===== src/hdl/ect_pkg.sv =====
// shared types, constants and character class helpers of the expression tokenizer
package ect_pkg;

    // parameter defaults
    localparam int DEF_MAX_POSITION = 255;
    localparam int DEF_INT_BITS     = 32;
    localparam int DEF_FRAC_BITS    = 16;
    localparam int DEF_FRAC_DIGITS  = 6;

    // depth of the token queue between front and back
    localparam int QUEUE_DEPTH = 4;

    // fixed widths of the result fields
    localparam int VALUE_W = 48;
    localparam int CODE_W  = 8;
    localparam int OUTPOS_W = 8;
    localparam int TDATA_W = 72;

    // character codes
    localparam logic [7:0] CHAR_NUL        = 8'h00;
    localparam logic [7:0] CHAR_TAB        = 8'h09;
    localparam logic [7:0] CHAR_LF         = 8'h0A;
    localparam logic [7:0] CHAR_CR         = 8'h0D;
    localparam logic [7:0] CHAR_SPACE      = 8'h20;
    localparam logic [7:0] CHAR_DOT        = 8'h2E;
    localparam logic [7:0] CHAR_ZERO       = 8'h30;
    localparam logic [7:0] CHAR_NINE       = 8'h39;
    localparam logic [7:0] CHAR_UPPER_A    = 8'h41;
    localparam logic [7:0] CHAR_UPPER_Z    = 8'h5A;
    localparam logic [7:0] CHAR_UNDERSCORE = 8'h5F;
    localparam logic [7:0] CHAR_LOWER_A    = 8'h61;
    localparam logic [7:0] CHAR_LOWER_Z    = 8'h7A;

    // token kinds as they leave the block
    typedef enum logic [1:0] {
        KIND_NUMBER = 2'd0,
        KIND_IDENT  = 2'd1,
        KIND_SYMBOL = 2'd2,
        KIND_STOP   = 2'd3
    } kind_t;

    // scanner mode between characters
    typedef enum logic [1:0] {
        MODE_IDLE   = 2'd0,
        MODE_IDENT  = 2'd1,
        MODE_NUMBER = 2'd2
    } mode_t;

    // back end sequencer
    typedef enum logic [1:0] {
        BK_IDLE   = 2'd0,
        BK_DIVIDE = 2'd1,
        BK_CLOSE  = 2'd2,
        BK_OWN    = 2'd3
    } back_state_t;

    // what one character produced: a token it closes and a token it forms itself
    typedef struct packed {
        logic       close_valid;
        kind_t      close_kind;
        logic       int_sat;
        logic       own_valid;
        kind_t      own_kind;
        logic [7:0] own_code;
    } ect_ctrl_t;

    // powers of ten for fraction scaling
    localparam logic [31:0] POW_TEN [10] = '{
        32'd1, 32'd10, 32'd100, 32'd1000, 32'd10000, 32'd100000,
        32'd1000000, 32'd10000000, 32'd100000000, 32'd1000000000
    };

    function automatic logic [31:0] pow_ten(input logic [3:0] idx);
        logic [31:0] val;
        val = (idx <= 4'd9) ? POW_TEN[idx] : 32'd1;
        return val;
    endfunction

    function automatic logic is_letter(input logic [7:0] c);
        logic res;
        res = ((c >= CHAR_LOWER_A) && (c <= CHAR_LOWER_Z)) ||
              ((c >= CHAR_UPPER_A) && (c <= CHAR_UPPER_Z)) ||
              (c == CHAR_UNDERSCORE);
        return res;
    endfunction

    function automatic logic is_digit(input logic [7:0] c);
        logic res;
        res = (c >= CHAR_ZERO) && (c <= CHAR_NINE);
        return res;
    endfunction

    function automatic logic is_blank(input logic [7:0] c);
        logic res;
        res = (c == CHAR_SPACE) || (c == CHAR_TAB) || (c == CHAR_CR) || (c == CHAR_LF);
        return res;
    endfunction

endpackage


===== src/hdl/ect_front.sv =====
// character scanner: classifies bytes, tracks position and accumulates number digits
module ect_front #(
    parameter int MAX_POSITION = ect_pkg::DEF_MAX_POSITION,
    parameter int INT_BITS     = ect_pkg::DEF_INT_BITS,
    parameter int FRAC_DIGITS  = ect_pkg::DEF_FRAC_DIGITS
) (
    input  logic                                     aclk,
    input  logic                                     aresetn,
    input  logic                                     accept,
    input  logic [7:0]                               char_in,
    output logic                                     push,
    output ect_pkg::ect_ctrl_t                       push_ctrl,
    output logic [$clog2(MAX_POSITION+1)-1:0]        push_pos,
    output logic [INT_BITS-1:0]                      push_int,
    output logic [$clog2(10**FRAC_DIGITS)-1:0]       push_frac,
    output logic [$clog2(FRAC_DIGITS+1)-1:0]         push_cnt
);
    import ect_pkg::*;

    localparam int POS_W  = $clog2(MAX_POSITION + 1);
    localparam int FACC_W = $clog2(10**FRAC_DIGITS);
    localparam int CNT_W  = $clog2(FRAC_DIGITS + 1);
    localparam int IP_W   = INT_BITS + 4;
    localparam int FP_W   = FACC_W + 4;

    mode_t               mode_reg, mode_next;
    logic [POS_W-1:0]    pos_reg, pos_next, pos_adv;
    logic [INT_BITS-1:0] int_reg, int_next;
    logic                sat_reg, sat_next;
    logic [FACC_W-1:0]   frac_reg, frac_next;
    logic [CNT_W-1:0]    cnt_reg, cnt_next;
    logic                seen_reg, seen_next;
    logic                closed_reg, closed_next;

    logic is_let, is_dig, is_dot, is_num, cont_ident, cont_num;
    logic [3:0] digit;

    // absorb path operands and results
    logic [INT_BITS-1:0] base_int, abs_int;
    logic                base_sat, abs_sat;
    logic [FACC_W-1:0]   base_frac, abs_frac;
    logic [CNT_W-1:0]    base_cnt, abs_cnt;
    logic                base_seen, abs_seen;
    logic                base_closed, abs_closed;
    logic [IP_W-1:0]     iprod;
    logic [FP_W-1:0]     fprod;

    // character classes
    assign is_let     = is_letter(char_in);
    assign is_dig     = is_digit(char_in);
    assign is_dot     = (char_in == CHAR_DOT);
    assign is_num     = is_dig || is_dot;
    assign digit      = char_in[3:0];
    assign cont_ident = (mode_reg == MODE_IDENT) && (is_let || is_dig);
    assign cont_num   = (mode_reg == MODE_NUMBER) && is_num;
    assign pos_adv    = (pos_reg < POS_W'(MAX_POSITION)) ? pos_reg + 1'b1 : pos_reg;

    // digit absorb: continues the running number or starts from a cleared one
    always_comb begin
        base_int    = cont_num ? int_reg    : '0;
        base_sat    = cont_num ? sat_reg    : 1'b0;
        base_frac   = cont_num ? frac_reg   : '0;
        base_cnt    = cont_num ? cnt_reg    : '0;
        base_seen   = cont_num ? seen_reg   : 1'b0;
        base_closed = cont_num ? closed_reg : 1'b0;
        iprod = (IP_W'(base_int) << 3) + (IP_W'(base_int) << 1) + IP_W'(digit);
        fprod = (FP_W'(base_frac) << 3) + (FP_W'(base_frac) << 1) + FP_W'(digit);
        abs_int    = base_int;
        abs_sat    = base_sat;
        abs_frac   = base_frac;
        abs_cnt    = base_cnt;
        abs_seen   = base_seen;
        abs_closed = base_closed;
        if (!base_closed) begin
            if (is_dot) begin
                if (base_seen) begin
                    abs_closed = 1'b1;
                end else begin
                    abs_seen = 1'b1;
                end
            end else if (!base_seen) begin
                if (!base_sat) begin
                    if (iprod[IP_W-1:INT_BITS] != '0) begin
                        abs_int = '1;
                        abs_sat = 1'b1;
                    end else begin
                        abs_int = iprod[INT_BITS-1:0];
                    end
                end
            end else if (base_cnt < CNT_W'(FRAC_DIGITS)) begin
                abs_frac = fprod[FACC_W-1:0];
                abs_cnt  = base_cnt + 1'b1;
            end
        end
    end

    // scanner decision per accepted character
    always_comb begin
        mode_next   = mode_reg;
        pos_next    = pos_reg;
        int_next    = int_reg;
        sat_next    = sat_reg;
        frac_next   = frac_reg;
        cnt_next    = cnt_reg;
        seen_next   = seen_reg;
        closed_next = closed_reg;
        push_ctrl   = '0;
        push_ctrl.close_kind = KIND_NUMBER;
        push_ctrl.own_kind   = KIND_SYMBOL;
        if (accept) begin
            if (cont_ident) begin
                pos_next = pos_adv;
            end else if (cont_num) begin
                int_next    = abs_int;
                sat_next    = abs_sat;
                frac_next   = abs_frac;
                cnt_next    = abs_cnt;
                seen_next   = abs_seen;
                closed_next = abs_closed;
                pos_next    = pos_adv;
            end else begin
                // close any open token, then look at the byte itself
                push_ctrl.close_valid = (mode_reg != MODE_IDLE);
                push_ctrl.close_kind  = (mode_reg == MODE_NUMBER) ? KIND_NUMBER : KIND_IDENT;
                push_ctrl.int_sat     = sat_reg;
                mode_next   = MODE_IDLE;
                int_next    = '0;
                sat_next    = 1'b0;
                frac_next   = '0;
                cnt_next    = '0;
                seen_next   = 1'b0;
                closed_next = 1'b0;
                if (char_in == CHAR_NUL) begin
                    push_ctrl.own_valid = 1'b1;
                    push_ctrl.own_kind  = KIND_STOP;
                    pos_next = '0;
                end else if (is_blank(char_in)) begin
                    pos_next = pos_adv;
                end else if (is_let) begin
                    mode_next = MODE_IDENT;
                    pos_next  = pos_adv;
                end else if (is_num) begin
                    mode_next   = MODE_NUMBER;
                    int_next    = abs_int;
                    sat_next    = abs_sat;
                    frac_next   = abs_frac;
                    cnt_next    = abs_cnt;
                    seen_next   = abs_seen;
                    closed_next = abs_closed;
                    pos_next    = pos_adv;
                end else begin
                    push_ctrl.own_valid = 1'b1;
                    push_ctrl.own_kind  = KIND_SYMBOL;
                    push_ctrl.own_code  = char_in;
                    pos_next = pos_adv;
                end
            end
        end
    end

    // token payload comes from the state before this character
    assign push      = push_ctrl.close_valid || push_ctrl.own_valid;
    assign push_pos  = pos_reg;
    assign push_int  = int_reg;
    assign push_frac = frac_reg;
    assign push_cnt  = cnt_reg;

    // scanner state
    always_ff @(posedge aclk) begin
        if (!aresetn) begin
            mode_reg   <= MODE_IDLE;
            pos_reg    <= '0;
            int_reg    <= '0;
            sat_reg    <= 1'b0;
            frac_reg   <= '0;
            cnt_reg    <= '0;
            seen_reg   <= 1'b0;
            closed_reg <= 1'b0;
        end else begin
            mode_reg   <= mode_next;
            pos_reg    <= pos_next;
            int_reg    <= int_next;
            sat_reg    <= sat_next;
            frac_reg   <= frac_next;
            cnt_reg    <= cnt_next;
            seen_reg   <= seen_next;
            closed_reg <= closed_next;
        end
    end

    // position stays within its saturation limit
    assert property (@(posedge aclk) disable iff (!aresetn)
        pos_reg <= POS_W'(MAX_POSITION))
        else $error("front: position beyond limit");

    // a saturated integer part holds all ones
    assert property (@(posedge aclk) disable iff (!aresetn)
        sat_reg |-> (int_reg == '1))
        else $error("front: saturated integer not all ones");

endmodule


===== src/hdl/ect_queue.sv =====
// small token queue between scanner and result sequencer
module ect_queue #(
    parameter int WIDTH = 8,
    parameter int DEPTH = ect_pkg::QUEUE_DEPTH
) (
    input  logic             aclk,
    input  logic             aresetn,
    input  logic             push,
    input  logic [WIDTH-1:0] push_data,
    output logic             full,
    input  logic             pop,
    output logic [WIDTH-1:0] pop_data,
    output logic             not_empty
);
    localparam int PTR_W = $clog2(DEPTH);
    localparam int CNT_W = $clog2(DEPTH + 1);

    logic [WIDTH-1:0] mem [DEPTH];
    logic [PTR_W-1:0] wr_ptr_reg, wr_ptr_next;
    logic [PTR_W-1:0] rd_ptr_reg, rd_ptr_next;
    logic [CNT_W-1:0] count_reg, count_next;
    logic             do_push, do_pop;

    assign full      = (count_reg == CNT_W'(DEPTH));
    assign not_empty = (count_reg != '0);
    assign do_push   = push && !full;
    assign do_pop    = pop && not_empty;
    assign pop_data  = mem[rd_ptr_reg];

    // pointer and fill count update
    always_comb begin
        wr_ptr_next = wr_ptr_reg;
        rd_ptr_next = rd_ptr_reg;
        count_next  = count_reg;
        if (do_push) begin
            wr_ptr_next = (wr_ptr_reg == PTR_W'(DEPTH - 1)) ? '0 : wr_ptr_reg + 1'b1;
        end
        if (do_pop) begin
            rd_ptr_next = (rd_ptr_reg == PTR_W'(DEPTH - 1)) ? '0 : rd_ptr_reg + 1'b1;
        end
        if (do_push && !do_pop) begin
            count_next = count_reg + 1'b1;
        end else if (do_pop && !do_push) begin
            count_next = count_reg - 1'b1;
        end
    end

    always_ff @(posedge aclk) begin
        if (!aresetn) begin
            wr_ptr_reg <= '0;
            rd_ptr_reg <= '0;
            count_reg  <= '0;
        end else begin
            wr_ptr_reg <= wr_ptr_next;
            rd_ptr_reg <= rd_ptr_next;
            count_reg  <= count_next;
        end
    end

    // entry storage
    always_ff @(posedge aclk) begin
        if (do_push) begin
            mem[wr_ptr_reg] <= push_data;
        end
    end

    // the scanner never offers a token while the queue is full
    assert property (@(posedge aclk) disable iff (!aresetn)
        push |-> !full)
        else $error("queue: push while full");

endmodule


===== src/hdl/ect_back.sv =====
// result sequencer: scales fractions by long division and emits up to two tokens
module ect_back #(
    parameter int MAX_POSITION = ect_pkg::DEF_MAX_POSITION,
    parameter int INT_BITS     = ect_pkg::DEF_INT_BITS,
    parameter int FRAC_BITS    = ect_pkg::DEF_FRAC_BITS,
    parameter int FRAC_DIGITS  = ect_pkg::DEF_FRAC_DIGITS
) (
    input  logic                                     aclk,
    input  logic                                     aresetn,
    input  logic                                     q_valid,
    output logic                                     q_pop,
    input  ect_pkg::ect_ctrl_t                       q_ctrl,
    input  logic [$clog2(MAX_POSITION+1)-1:0]        q_pos,
    input  logic [INT_BITS-1:0]                      q_int,
    input  logic [$clog2(10**FRAC_DIGITS)-1:0]       q_frac,
    input  logic [$clog2(FRAC_DIGITS+1)-1:0]         q_cnt,
    output logic                                     m_tvalid,
    input  logic                                     m_tready,
    output logic [ect_pkg::TDATA_W-1:0]              m_tdata,
    output logic [1:0]                               m_tuser,
    output logic                                     m_tlast
);
    import ect_pkg::*;

    localparam int POS_W  = $clog2(MAX_POSITION + 1);
    localparam int FACC_W = $clog2(10**FRAC_DIGITS);
    localparam int CNT_W  = $clog2(FRAC_DIGITS + 1);
    localparam int DIV_W  = $clog2(10**FRAC_DIGITS + 1);
    localparam int STEP_W = $clog2(FRAC_BITS + 1);
    localparam int WORD_W = INT_BITS + FRAC_BITS;

    back_state_t         state_reg, state_next;
    ect_ctrl_t           ctrl_reg, ctrl_next;
    logic [POS_W-1:0]    pos_reg, pos_next;
    logic [INT_BITS-1:0] int_reg, int_next;
    logic [DIV_W-1:0]    rem_reg, rem_next;
    logic [DIV_W-1:0]    div_reg, div_next;
    logic [FRAC_BITS-1:0] quot_reg, quot_next;
    logic [STEP_W-1:0]   step_reg, step_next;

    logic [TDATA_W-1:0]  tdata_reg, tdata_next;
    logic [1:0]          tuser_reg, tuser_next;
    logic                tlast_reg, tlast_next;

    logic                needs_div;
    logic [DIV_W:0]      trial;
    logic [DIV_W:0]      div_ext;
    logic [DIV_W:0]      trial_diff;
    logic [WORD_W+VALUE_W-1:0] word_wide;
    logic [VALUE_W-1:0]  close_value;
    logic [POS_W+OUTPOS_W-1:0] pos_wide;
    logic [OUTPOS_W-1:0] pos_out;
    logic [TDATA_W-1:0]  close_data, own_data;

    // fraction scaling is needed only for an unsaturated number with fraction digits
    assign needs_div = q_ctrl.close_valid && (q_ctrl.close_kind == KIND_NUMBER) &&
                       !q_ctrl.int_sat && (q_cnt != '0);

    // one restoring long-division step
    assign trial      = {rem_reg, 1'b0};
    assign div_ext    = {1'b0, div_reg};
    assign trial_diff = trial - div_ext;

    // token words built from the working registers
    assign word_wide   = {{VALUE_W{1'b0}}, int_reg, quot_reg};
    assign close_value = ctrl_reg.int_sat ? {VALUE_W{1'b1}} : word_wide[VALUE_W-1:0];
    assign pos_wide    = {{OUTPOS_W{1'b0}}, pos_reg};
    assign pos_out     = pos_wide[OUTPOS_W-1:0];

    always_comb begin
        close_data = '0;
        close_data[CODE_W +: OUTPOS_W] = pos_out;
        if (ctrl_reg.close_kind == KIND_NUMBER) begin
            close_data[CODE_W + OUTPOS_W +: VALUE_W] = close_value;
            close_data[CODE_W + OUTPOS_W + VALUE_W]  = ctrl_reg.int_sat;
        end
        own_data = '0;
        own_data[0 +: CODE_W]        = ctrl_reg.own_code;
        own_data[CODE_W +: OUTPOS_W] = pos_out;
    end

    // sequencer: pop, divide, present closed token, present own token
    always_comb begin
        state_next = state_reg;
        ctrl_next  = ctrl_reg;
        pos_next   = pos_reg;
        int_next   = int_reg;
        rem_next   = rem_reg;
        div_next   = div_reg;
        quot_next  = quot_reg;
        step_next  = step_reg;
        tdata_next = tdata_reg;
        tuser_next = tuser_reg;
        tlast_next = tlast_reg;
        q_pop      = 1'b0;
        case (state_reg)
            BK_IDLE: begin
                if (q_valid) begin
                    q_pop      = 1'b1;
                    ctrl_next  = q_ctrl;
                    pos_next   = q_pos;
                    int_next   = q_int;
                    rem_next   = DIV_W'(q_frac);
                    div_next   = DIV_W'(pow_ten(4'(q_cnt)));
                    quot_next  = '0;
                    step_next  = needs_div ? STEP_W'(FRAC_BITS) : '0;
                    state_next = BK_DIVIDE;
                end
            end
            BK_DIVIDE: begin
                if (step_reg != '0) begin
                    if (trial >= div_ext) begin
                        rem_next  = trial_diff[DIV_W-1:0];
                        quot_next = {quot_reg[FRAC_BITS-2:0], 1'b1};
                    end else begin
                        rem_next  = trial[DIV_W-1:0];
                        quot_next = {quot_reg[FRAC_BITS-2:0], 1'b0};
                    end
                    step_next = step_reg - 1'b1;
                end else if (ctrl_reg.close_valid) begin
                    tdata_next = close_data;
                    tuser_next = ctrl_reg.close_kind;
                    tlast_next = !ctrl_reg.own_valid;
                    state_next = BK_CLOSE;
                end else begin
                    tdata_next = own_data;
                    tuser_next = ctrl_reg.own_kind;
                    tlast_next = 1'b1;
                    state_next = BK_OWN;
                end
            end
            BK_CLOSE: begin
                if (m_tready) begin
                    if (ctrl_reg.own_valid) begin
                        tdata_next = own_data;
                        tuser_next = ctrl_reg.own_kind;
                        tlast_next = 1'b1;
                        state_next = BK_OWN;
                    end else begin
                        state_next = BK_IDLE;
                    end
                end
            end
            BK_OWN: begin
                if (m_tready) begin
                    state_next = BK_IDLE;
                end
            end
            default: begin
                state_next = BK_IDLE;
            end
        endcase
    end

    always_ff @(posedge aclk) begin
        if (!aresetn) begin
            state_reg <= BK_IDLE;
        end else begin
            state_reg <= state_next;
        end
    end

    // working and output registers
    always_ff @(posedge aclk) begin
        ctrl_reg  <= ctrl_next;
        pos_reg   <= pos_next;
        int_reg   <= int_next;
        rem_reg   <= rem_next;
        div_reg   <= div_next;
        quot_reg  <= quot_next;
        step_reg  <= step_next;
        tdata_reg <= tdata_next;
        tuser_reg <= tuser_next;
        tlast_reg <= tlast_next;
    end

    assign m_tvalid = (state_reg == BK_CLOSE) || (state_reg == BK_OWN);
    assign m_tdata  = tdata_reg;
    assign m_tuser  = tuser_reg;
    assign m_tlast  = tlast_reg;

    // division runs its full count before any token is shown
    assert property (@(posedge aclk) disable iff (!aresetn)
        (state_reg == BK_DIVIDE && step_reg != '0) |=> (state_reg == BK_DIVIDE))
        else $error("back: division cut short");

    // a closed token without a following token is the last one of its character
    assert property (@(posedge aclk) disable iff (!aresetn)
        (state_reg == BK_CLOSE && m_tready && !ctrl_reg.own_valid) |=>
        (state_reg == BK_IDLE))
        else $error("back: stray token after closed token");

    // the token shown in the own state always ends its character
    assert property (@(posedge aclk) disable iff (!aresetn)
        (state_reg == BK_OWN) |-> m_tlast)
        else $error("back: own token not marked last");

endmodule


===== src/hdl/expression_char_tokenizer_unit.sv =====
// top level of the expression character tokenizer
//
//  channel | direction | payload
//  s_      | in        | tdata[7:0] character
//  m_      | out       | tdata: symbol_code, position, number_value, value_overflow;
//          |           | tuser: token_kind; tlast: last token of its character
//
// The scanner takes one character per cycle while the token queue has room.
// A character that yields tokens is popped by the result side, which then runs
// a long division (one quotient bit a cycle) for a number with fraction digits
// and shows each token in turn; it pops the next entry only once it is idle again.
// Synchronous active-low reset returns the line to index 0 and empties the queue.
// The queue decouples the sides: a stalled m_tready fills it, then s_tready drops.
module expression_char_tokenizer_unit #(
    parameter int MAX_POSITION = ect_pkg::DEF_MAX_POSITION,
    parameter int INT_BITS     = ect_pkg::DEF_INT_BITS,
    parameter int FRAC_BITS    = ect_pkg::DEF_FRAC_BITS,
    parameter int FRAC_DIGITS  = ect_pkg::DEF_FRAC_DIGITS
) (
    input  logic                        aclk,
    input  logic                        aresetn,
    input  logic                        s_tvalid,
    output logic                        s_tready,
    input  logic [7:0]                  s_tdata,   // [7:0] character
    output logic                        m_tvalid,
    input  logic                        m_tready,
    // [7:0] symbol_code, [15:8] position, [63:16] number_value,
    // [64] value_overflow, [71:65] zero
    output logic [ect_pkg::TDATA_W-1:0] m_tdata,
    output logic [1:0]                  m_tuser,   // [1:0] token_kind
    output logic                        m_tlast
);
    import ect_pkg::*;

    localparam int POS_W  = $clog2(MAX_POSITION + 1);
    localparam int FACC_W = $clog2(10**FRAC_DIGITS);
    localparam int CNT_W  = $clog2(FRAC_DIGITS + 1);
    localparam int CTRL_W = $bits(ect_ctrl_t);
    localparam int ENTRY_W = CTRL_W + POS_W + INT_BITS + FACC_W + CNT_W;

    logic                accept;
    logic                push, q_full, q_pop, q_valid;
    ect_ctrl_t           push_ctrl, q_ctrl;
    logic [POS_W-1:0]    push_pos, q_pos;
    logic [INT_BITS-1:0] push_int, q_int;
    logic [FACC_W-1:0]   push_frac, q_frac;
    logic [CNT_W-1:0]    push_cnt, q_cnt;
    logic [ENTRY_W-1:0]  push_entry, pop_entry;

    assign s_tready = !q_full;
    assign accept   = s_tvalid && s_tready;

    // scanner
    ect_front #(
        .MAX_POSITION (MAX_POSITION),
        .INT_BITS     (INT_BITS),
        .FRAC_DIGITS  (FRAC_DIGITS)
    ) u_front (
        .aclk      (aclk),
        .aresetn   (aresetn),
        .accept    (accept),
        .char_in   (s_tdata),
        .push      (push),
        .push_ctrl (push_ctrl),
        .push_pos  (push_pos),
        .push_int  (push_int),
        .push_frac (push_frac),
        .push_cnt  (push_cnt)
    );

    // token queue
    assign push_entry = {push_ctrl, push_pos, push_int, push_frac, push_cnt};
    assign {q_ctrl, q_pos, q_int, q_frac, q_cnt} = pop_entry;

    ect_queue #(
        .WIDTH (ENTRY_W),
        .DEPTH (QUEUE_DEPTH)
    ) u_queue (
        .aclk      (aclk),
        .aresetn   (aresetn),
        .push      (push),
        .push_data (push_entry),
        .full      (q_full),
        .pop       (q_pop),
        .pop_data  (pop_entry),
        .not_empty (q_valid)
    );

    // result sequencer
    ect_back #(
        .MAX_POSITION (MAX_POSITION),
        .INT_BITS     (INT_BITS),
        .FRAC_BITS    (FRAC_BITS),
        .FRAC_DIGITS  (FRAC_DIGITS)
    ) u_back (
        .aclk     (aclk),
        .aresetn  (aresetn),
        .q_valid  (q_valid),
        .q_pop    (q_pop),
        .q_ctrl   (q_ctrl),
        .q_pos    (q_pos),
        .q_int    (q_int),
        .q_frac   (q_frac),
        .q_cnt    (q_cnt),
        .m_tvalid (m_tvalid),
        .m_tready (m_tready),
        .m_tdata  (m_tdata),
        .m_tuser  (m_tuser),
        .m_tlast  (m_tlast)
    );

endmodule


===== config.mk =====
export PLATFORM = sky130hd
export DESIGN_NAME = expression_char_tokenizer_unit
export DESIGN_NICKNAME = d
export VERILOG_FILES = /design/src/hdl/ect_pkg.sv /design/src/hdl/ect_front.sv /design/src/hdl/ect_queue.sv /design/src/hdl/ect_back.sv /design/src/hdl/expression_char_tokenizer_unit.sv
export SDC_FILE = /design/constraint.sdc
export NUM_CORES = 1
export LEC_CHECK = 0
export ABC_CLOCK_PERIOD_IN_PS = 13800
export BUFFER_PORTS_ARGS = -buffer_cell sky130_fd_sc_hd__buf_4
export CELL_PAD_IN_SITES_DETAIL_PLACEMENT = 1
export CELL_PAD_IN_SITES_GLOBAL_PLACEMENT = 2
export CORE_MARGIN = 3
export CORE_UTILIZATION = 29
export DETAILED_ROUTE_END_ITERATION = 7
export PLACE_DENSITY = 0.59
export SYNTH_ARGS = -nofsm -noshare
export SYNTH_HDL_FRONTEND = slang
export SYNTH_HIERARCHICAL = 1
export SYNTH_SLANG_ARGS = --single-unit

===== constraint.sdc =====
create_clock -name aclk -period 13.8 [get_ports aclk]
set_clock_uncertainty 0.05 [all_clocks]
set_input_delay 1.38 -clock aclk [delete_from_list [all_inputs] [get_ports aclk]]
set_output_delay 1.38 -clock aclk [all_outputs]
set_load 0.05 [all_outputs]

==> impl_metrics.sql, run 1 <==
INSERT INTO impl_metrics (metric_group, metric, value, unit) VALUES
('logic_synthesis', 'synthSimpleGateAreaFrac', '10.8', '%'),
('logic_synthesis', 'post_synth_num_cell_types', '82', ''),
('logic_synthesis', 'asr_flop_ratio_synth', '0', '%'),
('setup_path', 'timing.setup.critical_path_class', 'primary input to register', ''),
('logic_synthesis', 'synthesis.instances', '1997', ''),
('sta', 'slew_headroom', '18.2', '%'),
('floorplanning', 'floorplan.core_area', '90800', 'um^2'),
('pwr', 'power_frac_clock', '28.1', '%'),
('cts', 'clk_latency', '620', 'ps'),
('sta', 'post-route-period-util', '48.3', '%'),
('sta', 'final-hold-violation-count', '0', ''),
('pwr', 'netSwitchingFraction', '34.9', '%'),
('setup_path', 'reg2reg_to', 'u_front/push_int[9]$_SDFFE_PN0P_', ''),
('final_layout', 'largest_register', 'u_queue/mem', ''),
('cts', 'htree_levels', '3', ''),
('hold_path', 'hold_start', 'u_back/pos_out[7]$_DFFE_PP_', ''),
('logic_synthesis', 'netlist_top_cells_count', 'edfxtp_1, nor2_1, nand2_1', ''),
('floorplanning', 'io_pins', '89', ''),
('pwr', 'combinationalPowerShare', '31.1', '%'),
('setup_path', 'worst_ep_required_time', '14220', 'ps'),
('detailed_routing', 'wire_per_inst', '20.8', 'um'),
('detailed_routing', 'drc', '0', ''),
('final_layout', 'finalNonFillerCells', '3305', ''),
('global_routing', 'gr-max-usage-layer', 'met2', ''),
('global_routing', 'groute.layer.met2.usage', '24.4', '%'),
('logic_synthesis', 'synth_ff_type', 'edfxtp_1', ''),
('global_routing', 'initial_antenna_violation_count', '5', ''),
('global_routing', 'use_met1', '19.0', '%'),
('final_layout', 'nets', '2220', ''),
('sta', 'worst_pin_slew', '1230', 'ps'),
('setup_path', 'rr_worst_depth', '18', ''),
('setup_path', 'critical_path.reg2reg.startpoint', 'u_front/mode_reg[1]$_SDFFE_PN0P_', ''),
('logic_synthesis', 'postSynthRegisterBits', '571', ''),
('cts', 'post_cts_hold_buffer_count', '0', ''),
('global_routing', 'grt_max_degree', '69', ''),
('pwr', 'vdd_drop_max', '0.000115', 'V'),
('logic_synthesis', 'synth-adder-area-share', '6.49', '%'),
('cts', 'tritoncts', 'yes', ''),
('logic_synthesis', 'ys_warn_count', '6', ''),
('final_layout', 'drive_above_1_share', '15.5', '%'),
('logic_synthesis', 'fraction_of_the_yosys_area_taken_by_sequential_cells', '61.0', '%'),
('detailed_routing', 'routed_via_density', '4.92', ''),
('sta', 'maxClockFrequency', '150', 'MHz'),
('floorplanning', 'die_height', '310', 'um'),
('detailed_routing', 'drtAntennaViolNets', '0', ''),
('global_routing', 'number_of_global_route_vias_before_repair', '17654', ''),
('cts', 'cts_root_buf', 'clkbuf_16', ''),
('final_layout', 'area.growth.synth_to_final', '15.1', '%'),
('floorplanning', 'fp.dieW', '310', 'um'),
('logic_synthesis', 'synth_top_cell_area_share', '55.1', '%'),
('run_status', 'status', 'finished, final reports clean', ''),
('sta', 'min_period', '6660', 'ps'),
('global_routing', 'groute.usage.overall', '14.4', '%'),
('hold_path', 'hold-path-endpoint', 'u_back/m_tdata[15]$_DFFE_PP_', ''),
('logic_synthesis', 'synth_compound_gate_area_share', '9.42', '%'),
('detailed_routing', 'routed-via-count', '16264', ''),
('logic_synthesis', 'netlist.top_cell.by_area', 'edfxtp_1', ''),
('cts', 'cts_max_path_buffers', '3', ''),
('floorplanning', 'dieArea', '96200', 'um^2'),
('placement', 'post_dp_hpwl', '45700', 'um'),
('global_routing', 'grt_first_pass_wirelength', '107000', 'um'),
('cts', 'cts_resized', '0', ''),
('final_layout', 'largest_reg_flops', '312', ''),
('global_routing', 'grt_overflow_total', '0', ''),
('cts', 'worst_setup_hold_path_clk_slew', '60', 'ps'),
('cts', 'tritoncts.num_buffers', '68', ''),
('sta', 'grt_setup_unrepaired', 'false', ''),
('floorplanning', 'row_count', '110', ''),
('sta', 'final-setup-viol-count', '0', ''),
('logic_synthesis', 'yosys.cell_count.top_type', 'edfxtp_1', ''),
('logic_synthesis', 'netlist_area', '26800', 'um^2');
==> per-layer routing <==
layer / routed length (um) / up-vias / part of all wire [%]
met2: 33400 / 229 / 49
met3: 2160 / 97 / 3.1
met4: 1660 / 6 / 2.4
li1: - / 7659 / -
met5: 38 / - / 0.055
met1: 31400 / 8273 / 46
==> how the worst max path moves through the flow <==
stage	startpoint	end	slack [ps]	cells after the start
after floorplan	u_queue/count_reg[0]$_SDFFE_PN0P_	u_queue/count_reg[2]$_SDFFE_PN0P_	5770	9
after global placement	s_tdata[6]	u_front/push_int[12]$_SDFFE_PN0P_	6630	19
after detailed placement	s_tdata[6]	u_front/push_int[9]$_SDFFE_PN0P_	6500	19
after CTS	s_tdata[6]	u_front/push_int[9]$_SDFFE_PN0P_	7110	19
after global routing	s_tdata[6]	u_front/push_int[9]$_SDFFE_PN0P_	6570	19
final	s_tdata[6]	u_front/push_int[9]$_SDFFE_PN0P_	7140	19
==> power by group through the flow <==
stage          Combinational, uW  Sequential [uW]  Clock (uW)
6_report                    2040             2660        1840
5_1_grt                     2240             2720        1970
4_1_cts                     2090             2680        1900
3_5_place_dp                2080             2710           0
3_3_place_gp                2060             2700           0
2_1_floorplan               1270             2900           0
==> stage by stage <==
step,hold WS (ps),setup slack (ps),cell area (um^2),util [%],total power (uW)
final,366,7140,30900,34.0,6540
after global routing,384,6570,30900,34.0,6940
after CTS,372,7110,30900,34.0,6670
after detailed placement,362,6500,28500,31.4,4790
after global placement,354,6630,28500,31.4,4760
after floorplan,350,5770,26800,-,4170
==> cells by family after synthesis <==
| logic type | Yosys count |
|---|---|
| other | 3 |
| adder cells (fa/ha/maj) | 136 |
| XOR/XNOR | 63 |
| AND/OR/NAND/NOR | 588 |
| AO/OA/AOI/OAI | 373 |
| buffers and inverters | 169 |
| flip-flops | 571 |
| multiplexers | 94 |
==> placed cells by master (no fill, tap or decap), drive strengths merged, types with 25 or more instances in the layout <==
cell type	count
and2	104
nor2b	34
dfxtp	79
a21oi	75
nor2	185
clkinv	25
xnor2	39
nand3	30
inv	69
clkbuf	89
edfxtp	492
buf	104
ha	131
nand2	132
o21ai	94
mux4	78
==> area by class of cell <==
| type | instances | area (um^2) |
|---|---|---|
| Clock inverter | 37 | 492 |
| Antenna cell | 1 | 2.50 |
| Inverter | 64 | 240 |
| Timing Repair Buffer | 104 | 781 |
| Multi-Input combinational cell | 1263 | 9690 |
| Fill cell | 9580 | 60000 |
| Sequential cell | 571 | 16400 |
| Clock buffer | 89 | 1830 |
| Tap cell | 1176 | 1470 |
==> critical path: stages <==
cell,delay [ps]
buf_4,120
nor2_1,260
nand2_1,210
a21oi_1,620
nand2_1,500
nor2_1,320
ha_1,290
ha_1,310
a211oi_1,360
o211ai_1,200
a21oi_1,500
o21ai_0,320
nand2_1,200
o221ai_2,140
nor4_4,170
o211ai_2,260
buf_4,350
nor4b_1,390
o31ai_1,120
Note: power is estimated with default switching activity, not from simulation.
==> inputs of run 2 (changes only) <==
- ABC_CLOCK_PERIOD_IN_PS: 13800 -> 5900
- PLACE_DENSITY: 0.59 -> 0.61
- clock period: 13.8 -> 5.9 ns (I/O delays scaled with it)
==> run 2 against run 1 <==
Global-route usage is essentially flat; non-clock buffer count grew 9; setup slack lost 6100 ps; utilization shrank 0.052 points; largest cell class unchanged.
==> impl_metrics.sql, run 2 (synthesized netlist as in run 1, its figures left out) <==
INSERT INTO impl_metrics (metric_group, metric, value, unit) VALUES
('detailed_routing', 'detail_route.first_pass.iterations', '5', ''),
('final_layout', 'finalNonFillerCells', '3304', ''),
('global_routing', 'number_of_global_route_vias_before_repair', '17778', ''),
('cts', 'cts_max_path_buffers', '3', ''),
('detailed_routing', 'drtAntennaViolNets', '0', ''),
('pwr', 'power_frac_clock', '26.8', '%'),
('cts', 'post-cts-setup-buffers', '0', ''),
('sta', 'post-route-period-util', '82.7', '%'),
('cts', 'post_cts_hold_buffer_count', '0', ''),
('setup_path', 'worst_ep_required_time', '6340', 'ps'),
('pwr', 'share_seq_of_total_power', '41.1', '%'),
('cts', 'worst_setup_hold_path_clk_slew', '60', 'ps'),
('final_layout', 'most-common-layout-cells', 'edfxtp_1, nor2_1, nand2_1', ''),
('setup_path', 'reg2reg_to', 'u_front/push_int[9]$_SDFFE_PN0P_', ''),
('global_routing', 'grt_max_degree', '60', ''),
('sta', 'final_max_slew_viol_count', '0', ''),
('placement', 'post_dp_hpwl', '46600', 'um'),
('final_layout', 'largest_register', 'u_queue/mem', ''),
('pwr', 'netSwitchingFraction', '34.9', '%'),
('final_layout', 'area.sequential', '16400', 'um^2'),
('pwr', 'vdd_drop_max', '0.000237', 'V'),
('hold_path', 'holdCritPathClass', 'primary input to register', ''),
('sta', 'grt_setup_unrepaired', 'false', ''),
('floorplanning', 'fp.dieW', '310', 'um'),
('setup_path', 'critical_path.startpoint_type', 'primary input', ''),
('setup_path', 'crit_path_frequent_cell', 'buf_4', ''),
('pwr', 'p_sw', '5270', 'uW'),
('final_layout', 'leading_cell_type_in_the_layout_fill_and_taps_excluded', 'edfxtp_1', ''),
('setup_path', 'crit_path_top_delay_cell', 'ha_1', ''),
('pwr', 'power.density', '490', 'nW/um^2'),
('pwr', 'power_leakage', '0.0114', 'uW'),
('global_routing', 'initial_antenna_violation_count', '2', ''),
('detailed_routing', 'drc', '0', ''),
('pwr', 'int_pwr', '9830', 'uW'),
('detailed_routing', 'detailedRoute.firstIterationViolations', '1017', ''),
('sta', 'slew_headroom', '23.1', '%'),
('setup_path', 'crit_path_max_incr_delay', '450', 'ps'),
('placement', 'gpl.final_weighted_congestion', '0.784', ''),
('detailed_routing', 'routed_via_density', '4.91', ''),
('setup_path', 'crit_fanout', '39', ''),
('setup_path', 'endpoint', 'u_front/push_int[9]$_SDFFE_PN0P_', ''),
('sta', 'whs', '275', 'ps'),
('detailed_routing', 'postRouteWirelength', '69000', 'um'),
('setup_path', 'startpoint', 's_tdata[6]', ''),
('floorplanning', 'row_count', '110', ''),
('sta', 'maxClockFrequency', '205', 'MHz'),
('setup_path', 'r2r_slack', '1040', 'ps'),
('floorplanning', 'io_pins', '89', ''),
('cts', 'htree_levels', '2', ''),
('final_layout', 'num-fill-cells', '9602', ''),
('final_layout', 'largest_reg_flops', '312', ''),
('pwr', 'combinationalPowerShare', '32.1', '%'),
('final_layout', 'nets', '2222', ''),
('run_status', 'status', 'finished, final reports clean', ''),
('run', 'drv.max_cap_violation_count', '0', ''),
('sta', 'final-hold-violation-count', '0', ''),
('cts', 'clk_latency', '650', 'ps'),
('final_layout', 'area.growth.synth_to_final', '14.9', '%'),
('global_routing', 'grt_first_pass_wirelength', '107000', 'um'),
('detailed_routing', 'wire_per_inst', '20.9', 'um'),
('setup_path', 'timing.setup.critical_path_class', 'primary input to register', ''),
('global_routing', 'groute.usage.overall', '14.4', '%'),
('cts', 'tritoncts.num_buffers', '61', ''),
('sta', 'fin_setup_tns', '0', 'ps'),
('floorplanning', 'floorplan.core_area', '90800', 'um^2'),
('placement', 'post-place-cells', '3187', ''),
('sta', 'worst_pin_slew', '1150', 'ps'),
('sta', 'min_period', '4880', 'ps'),
('final_layout', 'multiInputGateArea', '9700', 'um^2'),
('global_routing', 'grt_overflow_total', '0', ''),
('detailed_routing', 'routed-via-count', '16220', ''),
('setup_path', 'crit_path_cell_trace', 'buf_4, nor2_1, nand2_1, a2111oi_4, buf_12, and2_1, ha_1, ha_1, nand4_1, nor4_1, buf_4, nand3_1, o21ai_1, a211oi_1, xnor2_1, nor4_4, o211ai_2, buf_4, nor4b_1, o31ai_1', ''),
('floorplanning', 'die_height', '310', 'um'),
('placement', 'numPortBuffers', '81', ''),
('sta', 'final-setup-viol-count', '0', ''),
('setup_path', 'critical_path_arrival', '5310', 'ps'),
('floorplanning', 'dieArea', '96200', 'um^2'),
('final_layout', 'drive_above_1_share', '15.4', '%'),
('setup_path', 'rr_worst_depth', '18', ''),
('setup_path', 'end_kind', 'register', ''),
('cts', 'cts_root_buf', 'clkbuf_16', ''),
('cts', 'cts_resized', '0', ''),
('cts', 'cts_sinks', '571', ''),
('setup_path', 'critical_path.reg2reg.startpoint', 'u_front/mode_reg[1]$_SDFFE_PN0P_', ''),
('floorplanning', 'effective_utilization_at_floorplan', '29.5', '%'),
('cts', 'tritoncts', 'yes', '');
-- run 2: cell types whose count changed in the layout (fill, tap and decap cells not counted), moves of 3 or more --
cell | previous run | this run
buf_12 | 0 | 5
buf_4 | 104 | 108
bufinv_16 | 7 | 10
clkbuf_1 | 16 | 12
clkbuf_16 | 68 | 61
clkinv_1 | 5 | 9
clkinv_2 | 14 | 10
clkinvlp_4 | 0 | 4
-- run 2: layer usage --
metal  vias to the layer above  global-route usage (%)  wire length (um)
met2                       222                    24.9             33900
met5                         -                       0                 8
li1                       7656                       -                 -
met3                        99                    1.96              2010
met4                         2                    4.08              1750
met1                      8241                    18.9             31300
-- run 2: power by group through the flow --
stage	registers [uW]	logic, uW	clock network [uW]
CTS	6250	4960	4190
global placement	6290	4890	0
floorplan	6750	2970	0
global route	6330	5320	4350
detailed placement	6320	4940	0
finish	6210	4850	4050
-- run 2: worst max-delay path: cells and delay by family --
family	cells	cell delay (ps)
buf+inv	4	810
simple gates	8	2060
xor+xnor	1	180
fa+ha+maj	2	740
compound gates	5	910
-- run 2: how the worst min path moves through the flow --
stage          slack [ps]                               end                         from  cells after the start
2_1_floorplan         350      u_back/m_tdata[10]$_DFFE_PP_  u_back/pos_out[2]$_DFFE_PP_                      0
3_3_place_gp          350       u_back/m_tdata[8]$_DFFE_PP_  u_back/pos_out[0]$_DFFE_PP_                      0
3_5_place_dp          360       u_back/m_tdata[8]$_DFFE_PP_  u_back/pos_out[0]$_DFFE_PP_                      0
4_1_cts               230  u_back/state_reg[0]$_SDFFE_PN0P_                     m_tready                      3
5_1_grt               240  u_back/state_reg[0]$_SDFFE_PN0P_                     m_tready                      3
6_report              280  u_back/state_reg[0]$_SDFFE_PN0P_                     m_tready                      3
-- run 2: final cells by class --
type | instances | share of cell area, %
clock buffers | 76 | 5.23
multi-input cells | 1263 | 31.5
well taps | 1176 | 4.77
diodes | 1 | 0.00812
clock inverters | 40 | 1.70
flip-flops and latches | 571 | 53.1
repair buffers | 113 | 2.95
inverters | 64 | 0.779
-- run 2: per-stage QoR --
stage	total power, uW	cell area [um^2]	utilization [%]	worst slack (ps)
CTS	15400	30800	33.9	993
finish	15100	30800	33.9	1020
global placement	11200	28700	31.6	459
detailed placement	11300	28700	31.6	368
global route	16000	30800	33.9	567
floorplan	9720	26800	-	682
